[config.mk]
export PLATFORM = sky130hd
export DESIGN_NAME = state_space_system_step
export DESIGN_NICKNAME = d
export VERILOG_FILES = /design/src/design/sss_pkg.sv /design/src/design/sss_seq.sv /design/src/design/sss_mac.sv /design/src/design/state_space_system_step.sv
export VERILOG_INCLUDE_DIRS = /design/src /design/src/design
export SDC_FILE = /design/constraint.sdc
export NUM_CORES = 2
export LEC_CHECK = 0
export BUFFER_PORTS_ARGS = -buffer_cell sky130_fd_sc_hd__buf_2
export CELL_PAD_IN_SITES_DETAIL_PLACEMENT = 1
export CELL_PAD_IN_SITES_GLOBAL_PLACEMENT = 1
export CORE_MARGIN = 5
export CORE_UTILIZATION = 35
export DETAILED_ROUTE_END_ITERATION = 6
export PLACE_DENSITY = 0.7
export SLEW_MARGIN = 5
export SYNTH_ARGS = -nofsm -noshare
export SYNTH_HDL_FRONTEND = slang
export SYNTH_HIERARCHICAL = 1
export SYNTH_SLANG_ARGS = --single-unit
[constraint.sdc]
create_clock -name aclk -period 20.4 [get_ports aclk]
set_input_delay 1.02 -clock aclk [delete_from_list [all_inputs] [get_ports aclk]]
set_output_delay 1.02 -clock aclk [all_outputs]
set_load 0.005 [all_outputs]
[src/design/assert_macros.svh]
// Assertion macros shared by the state-space block.
// Used by the top level only; no other dependencies.
`ifndef ASSERT_MACROS_SVH
`define ASSERT_MACROS_SVH

// Same-cycle implication, disabled while reset is asserted.
`define ASSERT_IMPLIES(label, clk, rstn, ante, cons, msg) \
    label: assert property (@(posedge clk) disable iff (!(rstn)) (ante) |-> (cons)) \
        else $error(msg);

// Next-cycle implication, disabled while reset is asserted.
`define ASSERT_NEXT(label, clk, rstn, ante, cons, msg) \
    label: assert property (@(posedge clk) disable iff (!(rstn)) (ante) |=> (cons)) \
        else $error(msg);

`endif

[src/design/sss_pkg.sv]
// Shared constants, codes and types of the state-space system block.
// No dependencies; imported by every module of the block.
`timescale 1ns / 1ps

package sss_pkg;

    // Default configuration of the block.
    localparam int SSS_MAX_ORDER      = 4;
    localparam int SSS_COEF_FRAC_BITS = 14;

    // Fixed formats of the data path.
    localparam int SSS_STATE_FRAC_BITS = 8;
    localparam int SSS_COEF_W          = 18;
    localparam int SSS_STATE_W         = 32;
    localparam int SSS_SAMPLE_W        = 16;
    localparam int SSS_ORDER_W         = 3;

    // Row and column tags cover any order the order register selects.
    localparam int SSS_ROW_W = 3;

    // Cycles from issuing the last product until its result is stored.
    localparam int SSS_PIPE_LAT = 4;

    // Operation codes carried on the input tuser.
    localparam logic [1:0] SSS_OP_SAMPLE = 2'd0;
    localparam logic [1:0] SSS_OP_COEF   = 2'd1;
    localparam logic [1:0] SSS_OP_CLEAR  = 2'd2;

    // Configuration register map (index is paddr[2]).
    localparam int         SSS_PADDR_W   = 3;
    localparam logic       SSS_REG_ORDER = 1'b0;
    localparam logic [2:0] SSS_ORDER_RST = 3'd1;

    // One product term travelling down the multiply-accumulate pipeline.
    typedef struct packed {
        logic                 vld;
        logic                 first;
        logic                 last;
        logic                 is_y;
        logic                 use_u;
        logic [SSS_ROW_W-1:0] row;
        logic [SSS_ROW_W-1:0] xsel;
    } sss_tag_t;

    // One finished, rounded and saturated sum.
    typedef struct packed {
        logic                   vld;
        logic                   is_y;
        logic                   clip;
        logic [SSS_ROW_W-1:0]   row;
        logic [SSS_STATE_W-1:0] value;
    } sss_res_t;

endpackage

[src/design/sss_seq.sv]
// Term sequencer: walks the product terms of one sample through the shared
// multiply-accumulate unit and waits for the pipeline to drain. Uses sss_pkg.
`timescale 1ns / 1ps

module sss_seq #(
    parameter int MAX_ORDER = sss_pkg::SSS_MAX_ORDER,
    parameter int N_W       = 3,
    parameter int COEF_AW   = 5
) (
    input  logic                  aclk,
    input  logic                  aresetn,
    input  logic                  start,
    input  logic [N_W-1:0]        n_in,
    input  logic                  out_free,
    output logic                  busy,
    output logic                  done,
    output logic [COEF_AW-1:0]    coef_addr,
    output sss_pkg::sss_tag_t     tag
);
    import sss_pkg::*;

    localparam int B_BASE = MAX_ORDER * MAX_ORDER;
    localparam int C_BASE = MAX_ORDER * MAX_ORDER + MAX_ORDER;
    localparam int D_SLOT = MAX_ORDER * MAX_ORDER + 2 * MAX_ORDER;
    localparam int DR_W   = $clog2(SSS_PIPE_LAT + 1);

    localparam logic [1:0] ST_IDLE  = 2'd0;
    localparam logic [1:0] ST_RUN   = 2'd1;
    localparam logic [1:0] ST_DRAIN = 2'd2;

    logic [1:0]         state_reg, state_next;
    logic [N_W-1:0]     pass_reg, pass_next;
    logic [N_W-1:0]     col_reg, col_next;
    logic [COEF_AW-1:0] abase_reg, abase_next;
    logic [DR_W-1:0]    drain_reg, drain_next;

    // Pass zero forms the output, pass p forms new state element p-1.
    // Column zero is the input term, column c the term of state element c-1.
    always_comb begin
        if (pass_reg == '0) begin
            if (col_reg == '0) begin
                coef_addr = COEF_AW'(D_SLOT);
            end else begin
                coef_addr = COEF_AW'(C_BASE - 1) + COEF_AW'(col_reg);
            end
        end else begin
            if (col_reg == '0) begin
                coef_addr = COEF_AW'(B_BASE - 1) + COEF_AW'(pass_reg);
            end else begin
                coef_addr = abase_reg + COEF_AW'(col_reg) - COEF_AW'(1);
            end
        end
    end

    // Sequencer next state and term issue.
    always_comb begin
        state_next = state_reg;
        pass_next  = pass_reg;
        col_next   = col_reg;
        abase_next = abase_reg;
        drain_next = drain_reg;
        done       = 1'b0;
        tag        = '0;
        case (state_reg)
            ST_IDLE: begin
                if (start) begin
                    state_next = ST_RUN;
                    pass_next  = '0;
                    col_next   = '0;
                    abase_next = '0;
                end
            end
            ST_RUN: begin
                tag.vld   = 1'b1;
                tag.first = (col_reg == '0);
                tag.last  = (col_reg == n_in);
                tag.is_y  = (pass_reg == '0);
                tag.use_u = (col_reg == '0);
                tag.row   = SSS_ROW_W'(pass_reg - N_W'(1));
                tag.xsel  = SSS_ROW_W'(col_reg - N_W'(1));
                if (col_reg == n_in) begin
                    col_next = '0;
                    if (pass_reg == n_in) begin
                        state_next = ST_DRAIN;
                        drain_next = DR_W'(SSS_PIPE_LAT);
                    end else begin
                        pass_next = pass_reg + N_W'(1);
                        if (pass_reg == '0) begin
                            abase_next = '0;
                        end else begin
                            abase_next = abase_reg + COEF_AW'(MAX_ORDER);
                        end
                    end
                end else begin
                    col_next = col_reg + N_W'(1);
                end
            end
            ST_DRAIN: begin
                if (drain_reg != '0) begin
                    drain_next = drain_reg - DR_W'(1);
                end else if (out_free) begin
                    done       = 1'b1;
                    state_next = ST_IDLE;
                end
            end
            default: begin
                state_next = ST_IDLE;
            end
        endcase
    end

    // Sequencer registers.
    always_ff @(posedge aclk) begin
        if (!aresetn) begin
            state_reg <= ST_IDLE;
            pass_reg  <= '0;
            col_reg   <= '0;
            abase_reg <= '0;
            drain_reg <= '0;
        end else begin
            state_reg <= state_next;
            pass_reg  <= pass_next;
            col_reg   <= col_next;
            abase_reg <= abase_next;
            drain_reg <= drain_next;
        end
    end

    assign busy = (state_reg != ST_IDLE);

endmodule

[src/design/sss_mac.sv]
// Shared multiply-accumulate unit with round-to-nearest and saturation of
// each finished sum. Uses sss_pkg for formats and the tag and result types.
`timescale 1ns / 1ps

module sss_mac #(
    parameter int MAX_ORDER      = sss_pkg::SSS_MAX_ORDER,
    parameter int COEF_FRAC_BITS = sss_pkg::SSS_COEF_FRAC_BITS
) (
    input  logic                                       aclk,
    input  logic                                       aresetn,
    input  logic signed [sss_pkg::SSS_COEF_W-1:0]      coef_in,
    input  logic signed [sss_pkg::SSS_STATE_W-1:0]     opnd_in,
    input  sss_pkg::sss_tag_t                          tag_in,
    output sss_pkg::sss_res_t                          res
);
    import sss_pkg::*;

    localparam int PROD_W = SSS_COEF_W + SSS_STATE_W;
    localparam int ACC_W  = PROD_W + $clog2(MAX_ORDER + 1);
    localparam int SHIFT_X = COEF_FRAC_BITS;
    localparam int SHIFT_Y = COEF_FRAC_BITS + SSS_STATE_FRAC_BITS;
    localparam logic signed [ACC_W-1:0] HALF_X = ACC_W'(1) << (SHIFT_X - 1);
    localparam logic signed [ACC_W-1:0] HALF_Y = ACC_W'(1) << (SHIFT_Y - 1);

    logic signed [PROD_W-1:0] prod_reg, prod_next;
    logic signed [ACC_W-1:0]  acc_reg, acc_next;
    sss_tag_t                 tag2_reg, tag3_reg;
    sss_res_t                 res_reg, res_next;

    logic signed [ACC_W-1:0]  half;
    logic signed [ACC_W-1:0]  sum;
    logic signed [ACC_W-1:0]  sh_x;
    logic signed [ACC_W-1:0]  sh_y;
    logic                     fit_x;
    logic                     fit_y;
    logic [SSS_STATE_W-1:0]   val_x;
    logic [SSS_SAMPLE_W-1:0]  val_y;

    // Product of one coefficient and one state-unit operand.
    assign prod_next = coef_in * opnd_in;

    // Accumulate: the first term of a sum restarts the accumulator.
    assign acc_next = tag2_reg.first ? ACC_W'(prod_reg) : acc_reg + ACC_W'(prod_reg);

    // Round by adding half an output unit, then floor through the shift.
    assign half = tag3_reg.is_y ? HALF_Y : HALF_X;
    assign sum  = acc_reg + half;
    assign sh_x = sum >>> SHIFT_X;
    assign sh_y = sum >>> SHIFT_Y;

    // A value fits when all bits above the target sign bit match it.
    assign fit_x = (&sh_x[ACC_W-1:SSS_STATE_W-1]) | ~(|sh_x[ACC_W-1:SSS_STATE_W-1]);
    assign fit_y = (&sh_y[ACC_W-1:SSS_SAMPLE_W-1]) | ~(|sh_y[ACC_W-1:SSS_SAMPLE_W-1]);

    always_comb begin
        if (fit_x) begin
            val_x = sh_x[SSS_STATE_W-1:0];
        end else begin
            val_x = sh_x[ACC_W-1] ? {1'b1, {(SSS_STATE_W-1){1'b0}}}
                                  : {1'b0, {(SSS_STATE_W-1){1'b1}}};
        end
        if (fit_y) begin
            val_y = sh_y[SSS_SAMPLE_W-1:0];
        end else begin
            val_y = sh_y[ACC_W-1] ? {1'b1, {(SSS_SAMPLE_W-1){1'b0}}}
                                  : {1'b0, {(SSS_SAMPLE_W-1){1'b1}}};
        end
    end

    // Finished sum leaves on the cycle after its last term is accumulated.
    always_comb begin
        res_next.vld  = tag3_reg.vld & tag3_reg.last;
        res_next.is_y = tag3_reg.is_y;
        res_next.row  = tag3_reg.row;
        if (tag3_reg.is_y) begin
            res_next.clip  = ~fit_y;
            res_next.value = {{(SSS_STATE_W-SSS_SAMPLE_W){val_y[SSS_SAMPLE_W-1]}}, val_y};
        end else begin
            res_next.clip  = ~fit_x;
            res_next.value = val_x;
        end
    end

    // Pipeline registers: product, accumulator, result.
    always_ff @(posedge aclk) begin
        prod_reg <= prod_next;
        if (tag2_reg.vld) begin
            acc_reg <= acc_next;
        end
        if (!aresetn) begin
            tag2_reg <= '0;
            tag3_reg <= '0;
            res_reg  <= '0;
        end else begin
            tag2_reg <= tag_in;
            tag3_reg <= tag2_reg;
            res_reg  <= res_next;
        end
    end

    assign res = res_reg;

endmodule

[src/design/state_space_system_step.sv]
// Discrete SISO state-space system: a sample transfer returns y = C.x + D.u
// from the old state and then loads x = A.x + B.u, all products formed by
// one shared 18x32 multiply-accumulate unit fed one term per cycle. A sample
// occupies the block from its accept cycle until it can accept again: the
// accept cycle, its term issues, the drain of that unit's pipeline and the
// commit of the state; the commit also waits while an earlier result is still
// untaken. Coefficient and clear transfers do not occupy the block.
// Coefficients reset to zero through per-entry valid bits.
`timescale 1ns / 1ps
`include "assert_macros.svh"

module state_space_system_step #(
    parameter int MAX_ORDER      = sss_pkg::SSS_MAX_ORDER,
    parameter int COEF_FRAC_BITS = sss_pkg::SSS_COEF_FRAC_BITS
) (
    input  logic                            aclk,
    input  logic                            aresetn,
    // Input stream.
    input  logic                            s_axis_tvalid,
    output logic                            s_axis_tready,
    // [15:0] sample_in, [23:16] coef_index, [41:24] coef_value, [47:42] zero
    input  logic [47:0]                     s_axis_tdata,
    // [1:0] op
    input  logic [1:0]                      s_axis_tuser,
    // Result stream.
    output logic                            m_axis_tvalid,
    input  logic                            m_axis_tready,
    // [15:0] sample_out
    output logic [15:0]                     m_axis_tdata,
    // [0] saturated
    output logic [0:0]                      m_axis_tuser,
    // Configuration port.
    input  logic                            psel,
    input  logic                            penable,
    input  logic                            pwrite,
    input  logic [sss_pkg::SSS_PADDR_W-1:0] paddr,
    input  logic [31:0]                     pwdata,
    output logic [31:0]                     prdata,
    output logic                            pready
);
    import sss_pkg::*;

    localparam int COEF_COUNT = MAX_ORDER * MAX_ORDER + 2 * MAX_ORDER + 1;
    localparam int COEF_AW    = $clog2(COEF_COUNT);
    localparam int N_W        = $clog2(MAX_ORDER + 1);
    localparam int X_W        = (MAX_ORDER > 1) ? $clog2(MAX_ORDER) : 1;
    localparam logic [3:0] MAX_N = 4'(MAX_ORDER);

    // Input field split.
    logic signed [SSS_SAMPLE_W-1:0] in_sample;
    logic [7:0]                     in_index;
    logic signed [SSS_COEF_W-1:0]   in_coef;
    logic [1:0]                     in_op;
    logic                           in_xfer;
    logic                           start;

    // Configuration.
    logic [SSS_ORDER_W-1:0] order_reg;
    logic [3:0]             ord4;
    logic [3:0]             n4;
    logic [N_W-1:0]         n_reg;

    // Coefficient memory with per-entry valid bits.
    logic [SSS_COEF_W-1:0] coef_mem [COEF_COUNT];
    logic [COEF_COUNT-1:0] coef_vld_reg;
    logic [SSS_COEF_W-1:0] rd_data_reg;
    logic                  rd_vld_reg;
    logic                  coef_wr;

    // State vector, next-state buffer and output staging.
    logic signed [SSS_STATE_W-1:0]  state_reg [MAX_ORDER];
    logic [SSS_STATE_W-1:0]         nbuf_reg [MAX_ORDER];
    logic [SSS_SAMPLE_W-1:0]        y_reg;
    logic                           sat_reg;
    logic signed [SSS_SAMPLE_W-1:0] u_reg;

    // Operand stage feeding the shared unit.
    logic signed [SSS_STATE_W-1:0] opnd_reg;
    logic signed [SSS_STATE_W-1:0] opnd_next;
    logic signed [SSS_COEF_W-1:0]  coef_op;
    sss_tag_t                      tag1_reg;

    // Sequencer and unit connections.
    logic               seq_busy;
    logic               seq_done;
    logic               out_free;
    logic [COEF_AW-1:0] coef_addr;
    sss_tag_t           iss_tag;
    sss_res_t           mac_res;

    // Output register.
    logic                    m_valid_reg;
    logic [SSS_SAMPLE_W-1:0] m_data_reg;
    logic                    m_sat_reg;

    assign in_sample = s_axis_tdata[15:0];
    assign in_index  = s_axis_tdata[23:16];
    assign in_coef   = s_axis_tdata[41:24];
    assign in_op     = s_axis_tuser;

    assign s_axis_tready = ~seq_busy;
    assign in_xfer       = s_axis_tvalid & s_axis_tready;
    assign start         = in_xfer & (in_op == SSS_OP_SAMPLE);
    assign coef_wr       = in_xfer & (in_op == SSS_OP_COEF) && (in_index < 8'(COEF_COUNT));
    assign out_free      = ~m_valid_reg | m_axis_tready;

    // Configuration register write and read-back.
    assign pready = 1'b1;
    assign prdata = (paddr[2] == SSS_REG_ORDER) ? {{(32-SSS_ORDER_W){1'b0}}, order_reg} : '0;

    always_ff @(posedge aclk) begin
        if (!aresetn) begin
            order_reg <= SSS_ORDER_RST;
        end else if (psel && penable && pwrite && pready && (paddr[2] == SSS_REG_ORDER)) begin
            order_reg <= pwdata[SSS_ORDER_W-1:0];
        end
    end

    // Order in use: zero counts as one, anything above the maximum as the maximum.
    assign ord4 = {1'b0, order_reg};
    always_comb begin
        if (ord4 == 4'd0) begin
            n4 = 4'd1;
        end else if (ord4 > MAX_N) begin
            n4 = MAX_N;
        end else begin
            n4 = ord4;
        end
    end

    // Coefficient memory: one write port, one registered read port.
    always_ff @(posedge aclk) begin
        if (coef_wr) begin
            coef_mem[in_index[COEF_AW-1:0]] <= in_coef;
        end
        rd_data_reg <= coef_mem[coef_addr];
    end

    always_ff @(posedge aclk) begin
        if (!aresetn) begin
            coef_vld_reg <= '0;
            rd_vld_reg   <= 1'b0;
        end else begin
            if (coef_wr) begin
                coef_vld_reg[in_index[COEF_AW-1:0]] <= 1'b1;
            end
            rd_vld_reg <= coef_vld_reg[coef_addr];
        end
    end

    // A never-written coefficient reads as zero.
    assign coef_op = rd_vld_reg ? rd_data_reg : '0;

    // Operand select: the input in state units, or one old state element.
    always_comb begin
        if (iss_tag.use_u) begin
            opnd_next = {{(SSS_STATE_W-SSS_SAMPLE_W-SSS_STATE_FRAC_BITS){u_reg[SSS_SAMPLE_W-1]}},
                         u_reg, {SSS_STATE_FRAC_BITS{1'b0}}};
        end else begin
            opnd_next = state_reg[iss_tag.xsel[X_W-1:0]];
        end
    end

    always_ff @(posedge aclk) begin
        opnd_reg <= opnd_next;
        if (start) begin
            u_reg <= in_sample;
            n_reg <= n4[N_W-1:0];
        end
        if (!aresetn) begin
            tag1_reg <= '0;
        end else begin
            tag1_reg <= iss_tag;
        end
    end

    sss_seq #(
        .MAX_ORDER (MAX_ORDER),
        .N_W       (N_W),
        .COEF_AW   (COEF_AW)
    ) u_seq (
        .aclk      (aclk),
        .aresetn   (aresetn),
        .start     (start),
        .n_in      (n_reg),
        .out_free  (out_free),
        .busy      (seq_busy),
        .done      (seq_done),
        .coef_addr (coef_addr),
        .tag       (iss_tag)
    );

    sss_mac #(
        .MAX_ORDER      (MAX_ORDER),
        .COEF_FRAC_BITS (COEF_FRAC_BITS)
    ) u_mac (
        .aclk    (aclk),
        .aresetn (aresetn),
        .coef_in (coef_op),
        .opnd_in (opnd_reg),
        .tag_in  (tag1_reg),
        .res     (mac_res)
    );

    // Collect finished sums; the saturation flag gathers over the sample.
    always_ff @(posedge aclk) begin
        if (mac_res.vld) begin
            if (mac_res.is_y) begin
                y_reg <= mac_res.value[SSS_SAMPLE_W-1:0];
            end else begin
                nbuf_reg[mac_res.row[X_W-1:0]] <= mac_res.value;
            end
        end
        if (start) begin
            sat_reg <= 1'b0;
        end else if (mac_res.vld && mac_res.clip) begin
            sat_reg <= 1'b1;
        end
    end

    // State vector: cleared by a clear transfer, committed when a sample ends.
    always_ff @(posedge aclk) begin
        for (int i = 0; i < MAX_ORDER; i++) begin
            if (!aresetn) begin
                state_reg[i] <= '0;
            end else if (in_xfer && (in_op == SSS_OP_CLEAR)) begin
                state_reg[i] <= '0;
            end else if (seq_done && (i < int'(n_reg))) begin
                state_reg[i] <= nbuf_reg[i];
            end
        end
    end

    // Output register, loaded only when the previous result has gone.
    always_ff @(posedge aclk) begin
        if (seq_done) begin
            m_data_reg <= y_reg;
            m_sat_reg  <= sat_reg;
        end
        if (!aresetn) begin
            m_valid_reg <= 1'b0;
        end else if (seq_done) begin
            m_valid_reg <= 1'b1;
        end else if (m_axis_tready) begin
            m_valid_reg <= 1'b0;
        end
    end

    assign m_axis_tvalid   = m_valid_reg;
    assign m_axis_tdata    = m_data_reg;
    assign m_axis_tuser[0] = m_sat_reg;

    // A finished sample never overwrites a result that is still waiting.
    `ASSERT_IMPLIES(a_done_free, aclk, aresetn, seq_done, (!m_valid_reg || m_axis_tready),
        "sample finished while output register held an untaken result")
    // Sums only come out of the unit while a sample is in progress.
    `ASSERT_IMPLIES(a_res_busy, aclk, aresetn, mac_res.vld, seq_busy,
        "multiply-accumulate result arrived while sequencer was idle")
    // An accepted sample closes the input on the next cycle.
    `ASSERT_NEXT(a_start_busy, aclk, aresetn, start, (seq_busy && !s_axis_tready),
        "accepted sample did not start the sequencer")
    // A finished sample presents its result on the next cycle.
    `ASSERT_NEXT(a_done_out, aclk, aresetn, seq_done, m_axis_tvalid,
        "finished sample did not present a result")

endmodule

==> impl_metrics.json <==
{
  "route.final.wire_length_mm": 156.8,
  "post-route-util": 0.3885,
  "hpwlAfterDp_mm": 108.8,
  "synth.cell_area_um2": 60940,
  "routed_via_density": 5.021,
  "drt-initial-drc-count": 2364,
  "setup_total_negative_slack_ps": 0,
  "synthCells": 4899,
  "start_util": 0.3514,
  "tritoncts.num_buffers": 103,
  "critPathMaxStageDelay_ps": 870,
  "post_cts_buffers": 0,
  "max_slew.worst_pin.slew_ps": 1196,
  "report.final.hold_viol_count": 0,
  "top_level_ports": 144,
  "setup.worst_path.start": "rd_vld_reg$_SDFF_PN0_",
  "grt_util_all_layers": 0.1725,
  "period_minus_slack_ps": 8671,
  "max_cap_violations": 0,
  "grt_max_degree": 97,
  "nNetsFinal": 5773,
  "power_density_nw_per_um2": 67.10,
  "layout_setup_ws_ps": 11730,
  "clockBufferDepth": 3,
  "critical_path.endpoint_type": "flip-flop",
  "status": "completed",
  "drive_above_1_share": 0.1128,
  "finalClockSkew_ps": 78.19,
  "finalCritPeriodShare": 0.4251,
  "hold_path.class": "reg2reg",
  "power.leakage_nw": 26.55,
  "cts-root-buf": "sky130_fd_sc_hd__clkbuf_16",
  "finalPower_mw": 4.521,
  "worst_r2r_startpoint": "rd_vld_reg$_SDFF_PN0_",
  "cpLargestDelayFamily": "adder cells",
  "yosys_warnings": 6,
  "slew_violations": 0,
  "layout-area-overhead-vs-synth_pct": 10.56,
  "holdCritStartpoint": "y_reg[3]$_DFFE_PP_",
  "grt_remaining_overflow": 0,
  "cts-resized-gates": 0,
  "path_class": "reg2reg",
  "worst_ep_required_time_ps": 20990,
  "cts.clk_slew.worst_paths_ps": 60,
  "holdBufCountCts": 0,
  "slew_headroom": 0.2016,
  "critPathMostFrequentCell": "sky130_fd_sc_hd__fa_1",
  "syn_area_per_cell_um2": 12.44,
  "cts_htree_levels": 3,
  "drc_errors": 0,
  "setup_repair_after_global_routing_missed_its_margin": "no",
  "gp_routability_congestion": 0.7850,
  "antenna_found_initial": 7,
  "wl_per_cell_um": 21.33,
  "placement.setup.worst_slack_ps": 11780,
  "core-area_um2": 173400,
  "critical_path.slowest_cell": "sky130_fd_sc_hd__and2_2",
  "dieHeight_um": 427.3,
  "setup-violations-final": 0,
  "timing.critical_path.cells": "and2_2 > nand2_1 > fa_1 > fa_1 > inv_1 > fa_1 > inv_1 > fa_1 > fa_1 > fa_1 > inv_1 > ha_1 > a21oi_1 > nand2_1 > a2111oi_0 > o2111ai_1 > a41oi_1 > a2bb2oi_1 > nand3_1 > a31oi_1 > o21ai_0 > xor2_1",
  "clk-insertion-delay-late_ps": 750,
  "max_clock_freq_mhz": 115.3,
  "dieWidth_um": 427.3,
  "die_area_um2": 182600,
  "first_global_vias": 40700,
  "max_reg_flops": 450,
  "drt_pre_antenna_iters": 5,
  "dr_total_vias": 36910,
  "grt_pass1_wl_mm": 242.8,
  "critical_path.startpoint_type": "flip-flop",
  "postRouteAntennaNets": 0,
  "crit_buf_inv": 3,
  "cts.sink_count": 1010,
  "path_max_fanout": 32,
  "cts_tree": "done",
  "data_arrival_time_of_the_worst_path_ps": 9260,
  "floorplan.rows": 153,
  "portBuffers": 76,
  "power.ir.vdd_worst_uv": 92.46
}
## worst paths after layout
path,to,slack [ps],cells after the start
worst min register to register,m_axis_tdata[3]$_DFFE_PP_,430,0
worst max-delay path,u_mac/prod_reg[42]$_DFF_P_,11730,22
worst min-delay path,m_axis_tdata[3]$_DFFE_PP_,430,0
worst max register to register,u_mac/prod_reg[42]$_DFF_P_,11730,22
## power breakdown
| part | switching (mW) | internal [mW] |
|---|---|---|
| logic | 0.200 | 0.114 |
| clock network | 0.829 | 1.07 |
| registers | 0.0480 | 2.26 |
| total | 1.08 | 3.44 |
## per-stage QoR
step	hold WS, ps	std cells	instance area (um^2)
after floorplan	400.3	4927	61050
after global placement	404.9	7155	63880
after detailed placement	406.3	7155	63880
after CTS	377.7	7350	67370
after global routing	405.2	7351	67380
final	425.6	7352	67380
## routing by layer
layer | routed length (um) | vias to the layer above | global-route usage
met5 | 9 | - | 0
met4 | 3662 | 2 | 0.04296
met3 | 5756 | 199 | 0.02181
met2 | 80680 | 718 | 0.3062
met1 | 66700 | 19520 | 0.2240
li1 | - | 16470 | -
## layout by cell type, fill, tap and decap left out, types with 103 or more instances in the layout
master,count
sky130_fd_sc_hd__edfxtp_1,811
sky130_fd_sc_hd__inv_1,691
sky130_fd_sc_hd__fa_1,555
sky130_fd_sc_hd__nand2_1,464
sky130_fd_sc_hd__and2_1,359
sky130_fd_sc_hd__dfxtp_1,197
sky130_fd_sc_hd__ha_1,191
sky130_fd_sc_hd__mux4_2,140
sky130_fd_sc_hd__o21ai_0,138
sky130_fd_sc_hd__nor2_1,137
sky130_fd_sc_hd__a21oi_1,119
sky130_fd_sc_hd__clkbuf_16,103
## worst register-to-register path, cell delays in order, from the launching register on
cell and delay [ps]:
sky130_fd_sc_hd__dfxtp_1 710, sky130_fd_sc_hd__and2_2 890, sky130_fd_sc_hd__nand2_1 230, sky130_fd_sc_hd__fa_1 530, sky130_fd_sc_hd__fa_1 490, sky130_fd_sc_hd__inv_1 50, sky130_fd_sc_hd__fa_1 510, sky130_fd_sc_hd__inv_1 60
sky130_fd_sc_hd__fa_1 540, sky130_fd_sc_hd__fa_1 440, sky130_fd_sc_hd__fa_1 550, sky130_fd_sc_hd__inv_1 60, sky130_fd_sc_hd__ha_1 360, sky130_fd_sc_hd__a21oi_1 240, sky130_fd_sc_hd__nand2_1 100, sky130_fd_sc_hd__a2111oi_0 650
sky130_fd_sc_hd__o2111ai_1 290, sky130_fd_sc_hd__a41oi_1 420, sky130_fd_sc_hd__a2bb2oi_1 510, sky130_fd_sc_hd__nand3_1 130, sky130_fd_sc_hd__a31oi_1 400, sky130_fd_sc_hd__o21ai_0 180, sky130_fd_sc_hd__xor2_1 160
## area by class of cell
| type | instances | area, um^2 |
|---|---|---|
| antenna | 2 | 5.005 |
| clock buffer | 134 | 2754 |
| clock inverter | 61 | 737.0 |
| fill | 18480 | 106100 |
| inverter | 693 | 2601 |
| multi-input combinational | 2963 | 28990 |
| sequential | 1010 | 28340 |
| tap | 2325 | 2909 |
| timing repair buffer | 164 | 1041 |
No activity file was read; power rests on OpenSTA's default activity.
